File: config.mk
export PLATFORM = sky130hd
export DESIGN_NAME = msb_head_packet_deframer_core_flat
export DESIGN_NICKNAME = d
export VERILOG_FILES = /design/src/hdl/mhpd_pkg.sv /design/src/hdl/mhpd_rx_if.sv /design/src/hdl/mhpd_res_if.sv /design/src/hdl/mhpd_finish.sv /design/src/hdl/msb_head_packet_deframer_core.sv /design/src/flat_wrapper.sv
export SDC_FILE = /design/constraint.sdc
export NUM_CORES = 1
export LEC_CHECK = 0
export ABC_AREA = 1
export ABC_CLOCK_PERIOD_IN_PS = 3700
export BUFFER_PORTS_ARGS = -buffer_cell sky130_fd_sc_hd__buf_2
export CORE_MARGIN = 8
export CORE_UTILIZATION = 54
export DETAILED_ROUTE_END_ITERATION = 12
export GPL_ROUTABILITY_DRIVEN = 0
export PLACE_DENSITY = 0.76
export SLEW_MARGIN = 20
export SYNTH_ARGS = -nofsm -noshare
export SYNTH_HDL_FRONTEND = slang
export SYNTH_SLANG_ARGS = --single-unit
File: constraint.sdc
create_clock -name clk_i -period 3.7 [get_ports clk_i]
set_input_delay 1.11 -clock clk_i [delete_from_list [all_inputs] [get_ports clk_i]]
set_output_delay 1.11 -clock clk_i [all_outputs]
set_load 0.1 [all_outputs]
File: src/hdl/mhpd_pkg.sv
// ----------------------------------------------------------------------------
// mhpd_pkg
// Types and constants shared by the packet deframer core and its finishing logic.
// ----------------------------------------------------------------------------
package mhpd_pkg;

  localparam int unsigned PktLen     = 10;
  localparam int unsigned BodyLen    = 9;
  localparam int unsigned PayloadLen = 7;
  localparam int unsigned CountW     = 4;

  localparam logic [CountW-1:0] CountMax = 4'd15;
  localparam logic [6:0]        Low7Mask = 7'h7f;

  typedef logic [7:0]        byte_t;
  typedef logic [CountW-1:0] count_t;

  // Outcome of the completion check, handed from the finishing logic.
  typedef struct packed {
    logic                   good;
    byte_t [PayloadLen-1:0] payload;
  } fin_t;

endpackage

File: src/hdl/mhpd_rx_if.sv
// ----------------------------------------------------------------------------
// mhpd_rx_if
// Channel that carries one received byte per item.
// ----------------------------------------------------------------------------
interface mhpd_rx_if;
  logic       valid;
  logic       ready;
  logic [7:0] rx_byte;

  modport source (output valid, output rx_byte, input ready);
  modport sink   (input valid, input rx_byte, output ready);
endinterface

File: src/hdl/mhpd_res_if.sv
// ----------------------------------------------------------------------------
// mhpd_res_if
// Channel that carries one deframer result per item.
// ----------------------------------------------------------------------------
interface mhpd_res_if;
  logic       valid;
  logic       ready;
  logic       packet_done;
  logic       checksum_good;
  logic [6:0] module_id;
  logic [7:0] payload_0;
  logic [7:0] payload_1;
  logic [7:0] payload_2;
  logic [7:0] payload_3;
  logic [7:0] payload_4;
  logic [7:0] payload_5;
  logic [7:0] payload_6;

  modport source (
    output valid, input ready,
    output packet_done, output checksum_good, output module_id,
    output payload_0, output payload_1, output payload_2, output payload_3,
    output payload_4, output payload_5, output payload_6
  );
  modport sink (
    input valid, output ready,
    input packet_done, input checksum_good, input module_id,
    input payload_0, input payload_1, input payload_2, input payload_3,
    input payload_4, input payload_5, input payload_6
  );
endinterface

File: src/hdl/mhpd_finish.sv
// ----------------------------------------------------------------------------
// mhpd_finish
// Checksum check and bit 7 restoration for a completed packet.
// ----------------------------------------------------------------------------
module mhpd_finish (
  input  mhpd_pkg::byte_t [mhpd_pkg::BodyLen-1:0] body_i,
  input  mhpd_pkg::byte_t                         chk_i,
  output mhpd_pkg::fin_t                          fin_o
);
  import mhpd_pkg::*;

  byte_t sum;

  always_comb begin
    sum = '0;
    for (int unsigned i = 0; i < BodyLen; i++) begin
      sum = sum + body_i[i];
    end
  end

  always_comb begin
    fin_o.good = ((sum[6:0] & Low7Mask) == (chk_i[6:0] & Low7Mask));
    for (int unsigned k = 0; k < PayloadLen; k++) begin
      fin_o.payload[k] = {body_i[1][k], body_i[k+2][6:0]};
    end
  end

endmodule

File: src/hdl/msb_head_packet_deframer_core.sv
// ----------------------------------------------------------------------------
// msb_head_packet_deframer_core
// Finds ten-byte packets with a seven-bit ID and checksum in a byte stream.
// ----------------------------------------------------------------------------
// The block takes one received byte per item and returns one result per item,
// in the cycle after acceptance, at a sustained rate of one item per clock while
// the result side does not stall. A byte below 0x80 while idle starts a packet;
// nine body bytes with bit 7 set follow, and a byte below 0x80 among them
// aborts the packet and is dropped. On the tenth byte the checksum is worked out
// by a single adder tree and the bit 7 restoration is done in the same cycle,
// and packet_done and checksum_good mark that result. The stored packet is shown
// on every result. The output register decouples the two sides, so a byte is
// taken whenever the result register is empty or being emptied.
module msb_head_packet_deframer_core (
  input  logic        clk_i,
  input  logic        rst_ni,
  mhpd_rx_if.sink     rx_i,
  mhpd_res_if.source  res_o
);
  import mhpd_pkg::*;

  logic                 in_packet_q, in_packet_d;
  count_t               taken_q, taken_d;
  count_t               remain_q, remain_d;
  byte_t  [PktLen-1:0]  store_q, store_d;
  logic                 done_d, good_d;
  logic                 accept;
  logic                 valid_q;
  fin_t                 fin;

  logic                 done_q, good_q;
  logic   [6:0]         id_q;
  byte_t  [PayloadLen-1:0] pay_q;

  assign rx_i.ready = !valid_q || res_o.ready;
  assign accept     = rx_i.valid && rx_i.ready;

  mhpd_finish u_finish (
    .body_i (store_q[BodyLen-1:0]),
    .chk_i  (rx_i.rx_byte),
    .fin_o  (fin)
  );

  always_comb begin
    in_packet_d = in_packet_q;
    taken_d     = taken_q;
    remain_d    = remain_q;
    store_d     = store_q;
    done_d      = 1'b0;
    good_d      = 1'b0;
    if (in_packet_q) begin
      if (rx_i.rx_byte[7]) begin
        if (taken_q < count_t'(PktLen)) begin
          store_d[taken_q] = rx_i.rx_byte;
        end
        if (taken_q < CountMax) begin
          taken_d = taken_q + count_t'(1);
        end
        remain_d = remain_q - count_t'(1);
        if (remain_d == '0 && taken_d == count_t'(PktLen)) begin
          done_d      = 1'b1;
          good_d      = fin.good;
          in_packet_d = 1'b0;
          for (int unsigned k = 0; k < PayloadLen; k++) begin
            store_d[k+2] = fin.payload[k];
          end
        end
      end else begin
        in_packet_d = 1'b0;
      end
    end else if (!rx_i.rx_byte[7]) begin
      remain_d    = count_t'(BodyLen);
      taken_d     = count_t'(1);
      store_d[0]  = rx_i.rx_byte;
      in_packet_d = 1'b1;
    end
  end

  always_ff @(posedge clk_i or negedge rst_ni) begin
    if (!rst_ni) begin
      in_packet_q <= 1'b0;
      taken_q     <= '0;
      remain_q    <= '0;
      store_q     <= '0;
      valid_q     <= 1'b0;
    end else begin
      if (accept) begin
        in_packet_q <= in_packet_d;
        taken_q     <= taken_d;
        remain_q    <= remain_d;
        store_q     <= store_d;
        valid_q     <= 1'b1;
      end else if (res_o.ready) begin
        valid_q     <= 1'b0;
      end
    end
  end

  always_ff @(posedge clk_i) begin
    if (accept) begin
      done_q <= done_d;
      good_q <= good_d;
      id_q   <= store_d[0][6:0];
      for (int unsigned k = 0; k < PayloadLen; k++) begin
        pay_q[k] <= store_d[k+2];
      end
    end
  end

  assign res_o.valid         = valid_q;
  assign res_o.packet_done   = done_q;
  assign res_o.checksum_good = good_q;
  assign res_o.module_id     = id_q;
  assign res_o.payload_0     = pay_q[0];
  assign res_o.payload_1     = pay_q[1];
  assign res_o.payload_2     = pay_q[2];
  assign res_o.payload_3     = pay_q[3];
  assign res_o.payload_4     = pay_q[4];
  assign res_o.payload_5     = pay_q[5];
  assign res_o.payload_6     = pay_q[6];

  // A good checksum is only ever reported together with a completed packet.
  a_good_needs_done : assert property (@(posedge clk_i) disable iff (!rst_ni)
    (valid_q && good_q) |-> done_q)
    else $error("checksum_good without packet_done");

  // Inside a packet the taken and remaining counts always add up to ten.
  a_count_sum : assert property (@(posedge clk_i) disable iff (!rst_ni)
    in_packet_q |-> ((taken_q + remain_q) == count_t'(PktLen)))
    else $error("packet counters out of step");

  // A completion always returns the deframer to idle.
  a_done_idles : assert property (@(posedge clk_i) disable iff (!rst_ni)
    (accept && done_d) |=> !in_packet_q)
    else $error("still in a packet after completion");

  // The state changes only when an item is accepted.
  a_state_hold : assert property (@(posedge clk_i) disable iff (!rst_ni)
    !accept |=> ($stable(in_packet_q) && $stable(taken_q) && $stable(store_q)))
    else $error("deframer state changed without an item");

endmodule
File: src/flat_wrapper.sv
// flat-port wrapper written by rule: the top's interface ports become plain ports
module msb_head_packet_deframer_core_flat import mhpd_pkg::*;
  (clk_i, rst_ni, rx_i_valid, rx_i_rx_byte, rx_i_ready, res_o_valid, res_o_ready, res_o_packet_done, res_o_checksum_good, res_o_module_id, res_o_payload_0, res_o_payload_1, res_o_payload_2, res_o_payload_3, res_o_payload_4, res_o_payload_5, res_o_payload_6);
  mhpd_rx_if rx_i_i ();
  mhpd_res_if res_o_i ();
  input  logic clk_i;
  input  logic rst_ni;
  input wire logic [$bits(rx_i_i.valid)-1:0] rx_i_valid;
  input wire logic [$bits(rx_i_i.rx_byte)-1:0] rx_i_rx_byte;
  output wire logic [$bits(rx_i_i.ready)-1:0] rx_i_ready;
  output wire logic [$bits(res_o_i.valid)-1:0] res_o_valid;
  input wire logic [$bits(res_o_i.ready)-1:0] res_o_ready;
  output wire logic [$bits(res_o_i.packet_done)-1:0] res_o_packet_done;
  output wire logic [$bits(res_o_i.checksum_good)-1:0] res_o_checksum_good;
  output wire logic [$bits(res_o_i.module_id)-1:0] res_o_module_id;
  output wire logic [$bits(res_o_i.payload_0)-1:0] res_o_payload_0;
  output wire logic [$bits(res_o_i.payload_1)-1:0] res_o_payload_1;
  output wire logic [$bits(res_o_i.payload_2)-1:0] res_o_payload_2;
  output wire logic [$bits(res_o_i.payload_3)-1:0] res_o_payload_3;
  output wire logic [$bits(res_o_i.payload_4)-1:0] res_o_payload_4;
  output wire logic [$bits(res_o_i.payload_5)-1:0] res_o_payload_5;
  output wire logic [$bits(res_o_i.payload_6)-1:0] res_o_payload_6;
  assign rx_i_i.valid = rx_i_valid;
  assign rx_i_i.rx_byte = rx_i_rx_byte;
  assign rx_i_ready = rx_i_i.ready;
  assign res_o_valid = res_o_i.valid;
  assign res_o_i.ready = res_o_ready;
  assign res_o_packet_done = res_o_i.packet_done;
  assign res_o_checksum_good = res_o_i.checksum_good;
  assign res_o_module_id = res_o_i.module_id;
  assign res_o_payload_0 = res_o_i.payload_0;
  assign res_o_payload_1 = res_o_i.payload_1;
  assign res_o_payload_2 = res_o_i.payload_2;
  assign res_o_payload_3 = res_o_i.payload_3;
  assign res_o_payload_4 = res_o_i.payload_4;
  assign res_o_payload_5 = res_o_i.payload_5;
  assign res_o_payload_6 = res_o_i.payload_6;
  msb_head_packet_deframer_core u_core (.clk_i(clk_i), .rst_ni(rst_ni), .rx_i(rx_i_i), .res_o(res_o_i));
endmodule
==> flow_metrics.env <==
export IMPL_slew_viol_final=0
export IMPL_synth_top_area_share=0.2542
export IMPL_cts_buffers=17
export IMPL_synthArstFlopShare=0.5517
export IMPL_timing_fmax_mhz=251.0
export IMPL_initialDrtViolationCount=527
export IMPL_worst_pin_slew_ns=0.6658
export IMPL_rows=44
export IMPL_hp_start="u_core.store_q[14]$_DFFE_PN0P_"
export IMPL_root_buffer="clkbuf_16"
export IMPL_fin_area_um2=9378
export IMPL_antenna_found_initial=0
export IMPL_violations="setup timing"
export IMPL_grt_pass1_wl_um=30710
export IMPL_fin_worst_skew_ns=0.006618
export IMPL_final_util=0.6526
export IMPL_required_ns=3.89
export IMPL_antenna_cells=0
export IMPL_syn2layout_area_growth_pct=19.08
export IMPL_synthTopCellsByCount="304 x nand2_1, 100 x inv_1, 80 x dfrtp_1, 68 x o21ai_0, 65 x edfxtp_1"
export IMPL_die_x_um=136.8
export IMPL_htreeDepth=4
export IMPL_yosys_top_cells_area="dfrtp_1 25%, edfxtp_1 25%, nand2_1 14%"
export IMPL_cts_setup_buffers=0
export IMPL_rr_startpoint="u_core.store_q[50]$_DFFE_PN0P_"
export IMPL_slowest_delay_ns=0.55
export IMPL_setup_violations=1
export IMPL_cp_depth=18
export IMPL_dpl_hpwl_um=13300
export IMPL_wirelength_met1_um=8011
export IMPL_ys_types=36
export IMPL_drt_total_wl_um=19000
export IMPL_syn_nets=912
export IMPL_io_pins=79
export IMPL_nFillCells=1149
export IMPL_met3_length_um=1422
export IMPL_drive_above_1_share=0.2053
export IMPL_whs_path_depth=2
export IMPL_drc_errors=0
export IMPL_top_layer="met4"
export IMPL_ys_warn_count=0
export IMPL_nets=1025
export IMPL_avgSynthCellArea_um2=9.287
export IMPL_grt_overflow=0
export IMPL_cp_arrival_ns=4.17
export IMPL_synth_edf_count=65
export IMPL_rsz0062_at_grt="yes"
export IMPL_port_buffer_count=78
export IMPL_maxSlewHeadroom=0.5561
export IMPL_synthCells=848
export IMPL_yosysTopAreaCell="dfrtp_1"
export IMPL_clk_path_buf_depth=2
export IMPL_post_drt_wl_per_cell_um=16.41
export IMPL_seq_area_frac_synth=0.5021
export IMPL_worstPathCellList="fa_1, inv_1, fa_1, fa_1, inv_1, fa_1, ha_2, fa_2, nand2_2, a21boi_1, nor2_1, inv_1, nand2_1, nand2_1, nand2_2, nand2_1, nand2_1, a21oi_1"
export IMPL_cp_num_buf_inv=3
export IMPL_fp_dieH_um=136.8
export IMPL_cp_startpoint="u_core.store_q[50]$_DFFE_PN0P_"
export IMPL_synth_area_um2=7875
export IMPL_tritoncts="done"
export IMPL_crit_slowest_cell="fa_1"
export IMPL_ys_seq_elements=145
export IMPL_crit_path_start_kind="flop"
export IMPL_hold_viol=0
export IMPL_die_area_um2=18700
export IMPL_grt_pass1_vias=5973
export IMPL_drt_pass1_iter_count=9
export IMPL_clkTransAtPathRegs_ns=0.06
export IMPL_grt_start_max_net_pins=69
export IMPL_reg2reg_depth=18
export IMPL_core_area_um2=14370
export IMPL_grt_use_total=0.2163
export IMPL_fin_crit_ns=3.984
export IMPL_end_kind="flop"
export IMPL_vias=6168
export IMPL_status="complete, but fails checks"
export IMPL_vias_per_cell=5.326
export IMPL_hold_class="flop to flop"
export IMPL_ant_nets=0
export IMPL_synth_main_ff_cell="dfrtp_1"
export IMPL_wl_met2_um=9053
export IMPL_finalWorstSetupSlack_ns=-0.2845
export IMPL_initial_core_util=0.5481
export IMPL_yosysMostFrequentCell="nand2_1"
export IMPL_drv_cap=0
export IMPL_worstPathMaxFanout=2
export IMPL_path_delay_family="adder cells"
export IMPL_worstSetupPathType="flop to flop"
export IMPL_cts_hold_buf=0
export IMPL_fin_crit_sh=1.077
export IMPL_place_area_um2=8720
export IMPL_cts_sinks=145
export IMPL_clk_latency_ns=0.43
[final timing paths]
check                                                      endpoint  slack, ns
min reg2reg                          u_core.store_q[14]$_DFFE_PN0P_       0.51
max in group asynchronous            u_core.store_q[40]$_DFFE_PN0P_       2.37
min                                  u_core.store_q[14]$_DFFE_PN0P_       0.51
max                        u_core.res_o.checksum_good$_SDFFCE_PN0P_      -0.28
max reg2reg                u_core.res_o.checksum_good$_SDFFCE_PN0P_      -0.28
min in group asynchronous            u_core.remain_q[3]$_DFFE_PN0P_       0.72
[metrics by stage]
stage | hold slack, ns | setup WS (ns) | instances | TNS [ns]
global route | 0.5241 | -0.4894 | 1158 | -0.4894
floorplan | 0.4530 | -0.1304 | 848 | -0.1304
global placement | 0.4713 | -0.2154 | 1126 | -0.2154
finish | 0.5114 | -0.2845 | 1158 | -0.2845
detailed placement | 0.4968 | -0.2882 | 1126 | -0.2882
CTS | 0.5115 | -0.2598 | 1158 | -0.2598
[final cells by class]
type / instances / area [um2] / area share
inverters: 103 / 389.1 / 0.04149
clock inverters: 13 / 207.7 / 0.02215
repair buffers: 122 / 760.7 / 0.08112
flip-flops and latches: 145 / 3954 / 0.4216
multi-input cells: 572 / 3393 / 0.3618
well taps: 184 / 230.2 / 0.02455
clock buffers: 19 / 442.9 / 0.04723
[cells in the final DEF (no fill, tap or decap), drive strengths merged]
cell type | Yosys | layout
clkbuf | 13 | 19
xor2 | 8 | 8
o211ai | 2 | 2
or2 | 1 | 1
edfxtp | 65 | 65
bufinv | 0 | 5
a22oi | 2 | 2
inv | 102 | 104
and2 | 7 | 7
o21ai | 96 | 96
xnor2 | 6 | 6
fa | 38 | 38
dfrtp | 80 | 80
nor3 | 2 | 2
ha | 14 | 14
a21boi | 1 | 1
clkinvlp | 0 | 4
nand3b | 2 | 2
buf | 15 | 122
nand3 | 37 | 37
clkinv | 1 | 3
nand4 | 4 | 4
a21oi | 11 | 11
nand2 | 308 | 308
nor2 | 29 | 29
o22ai | 4 | 4
[state kept, by name, summed over array words and instances, names as in the netlist, 4 cells and up]
signal / count
u_core.remain_q: 4
u_core.res_o.payload_0: 8
u_core.res_o.payload_3: 8
u_core.res_o.payload_2: 8
u_core.res_o.payload_4: 8
u_core.res_o.payload_6: 8
u_core.res_o.payload_1: 8
u_core.res_o.payload_5: 8
u_core.res_o.module_id: 7
u_core.taken_q: 4
u_core.store_q: 70
[kinds of logic (layout without fill, tap and decap cells)]
logic type,count (synthesis),count (layout),synth area share
AOI/OAI and AO/OA,116,116,0.08897
buffers and inverters,131,257,0.06864
adders and majority gates,52,52,0.1188
xor gates and xnor gates,14,14,0.01557
and+or+nand+nor,390,390,0.2059
DFF,145,145,0.5021
[worst reg2reg max path: stages, from the launching register on]
cell and delay, ns:
dfrtp_1 0.40, fa_1 0.53, inv_1 0.05, fa_1 0.47, fa_1 0.55, inv_1 0.05, fa_1 0.45, ha_2 0.20
fa_2 0.34, nand2_2 0.08, a21boi_1 0.06, nor2_1 0.14, inv_1 0.05, nand2_1 0.08, nand2_1 0.06, nand2_2 0.06
nand2_1 0.06, nand2_1 0.06, a21oi_1 0.06
[what timing repair did]
item,CTS,global route
setup endpoints to repair,1,1
gates cloned,0,0
pin swaps,1,0
gates resized for setup,3,2
[routing by layer]
layer / up-vias / GRT usage
li1: 2929 / -
met1: 2964 / 0.2867
met2: 237 / 0.3315
met3: 38 / 0.04809
met4: 0 / 0.1043
met5: - / 0
Power is not shown: default switching activity piles up to over one toggle a cycle in this logic, so the estimate is an artifact.
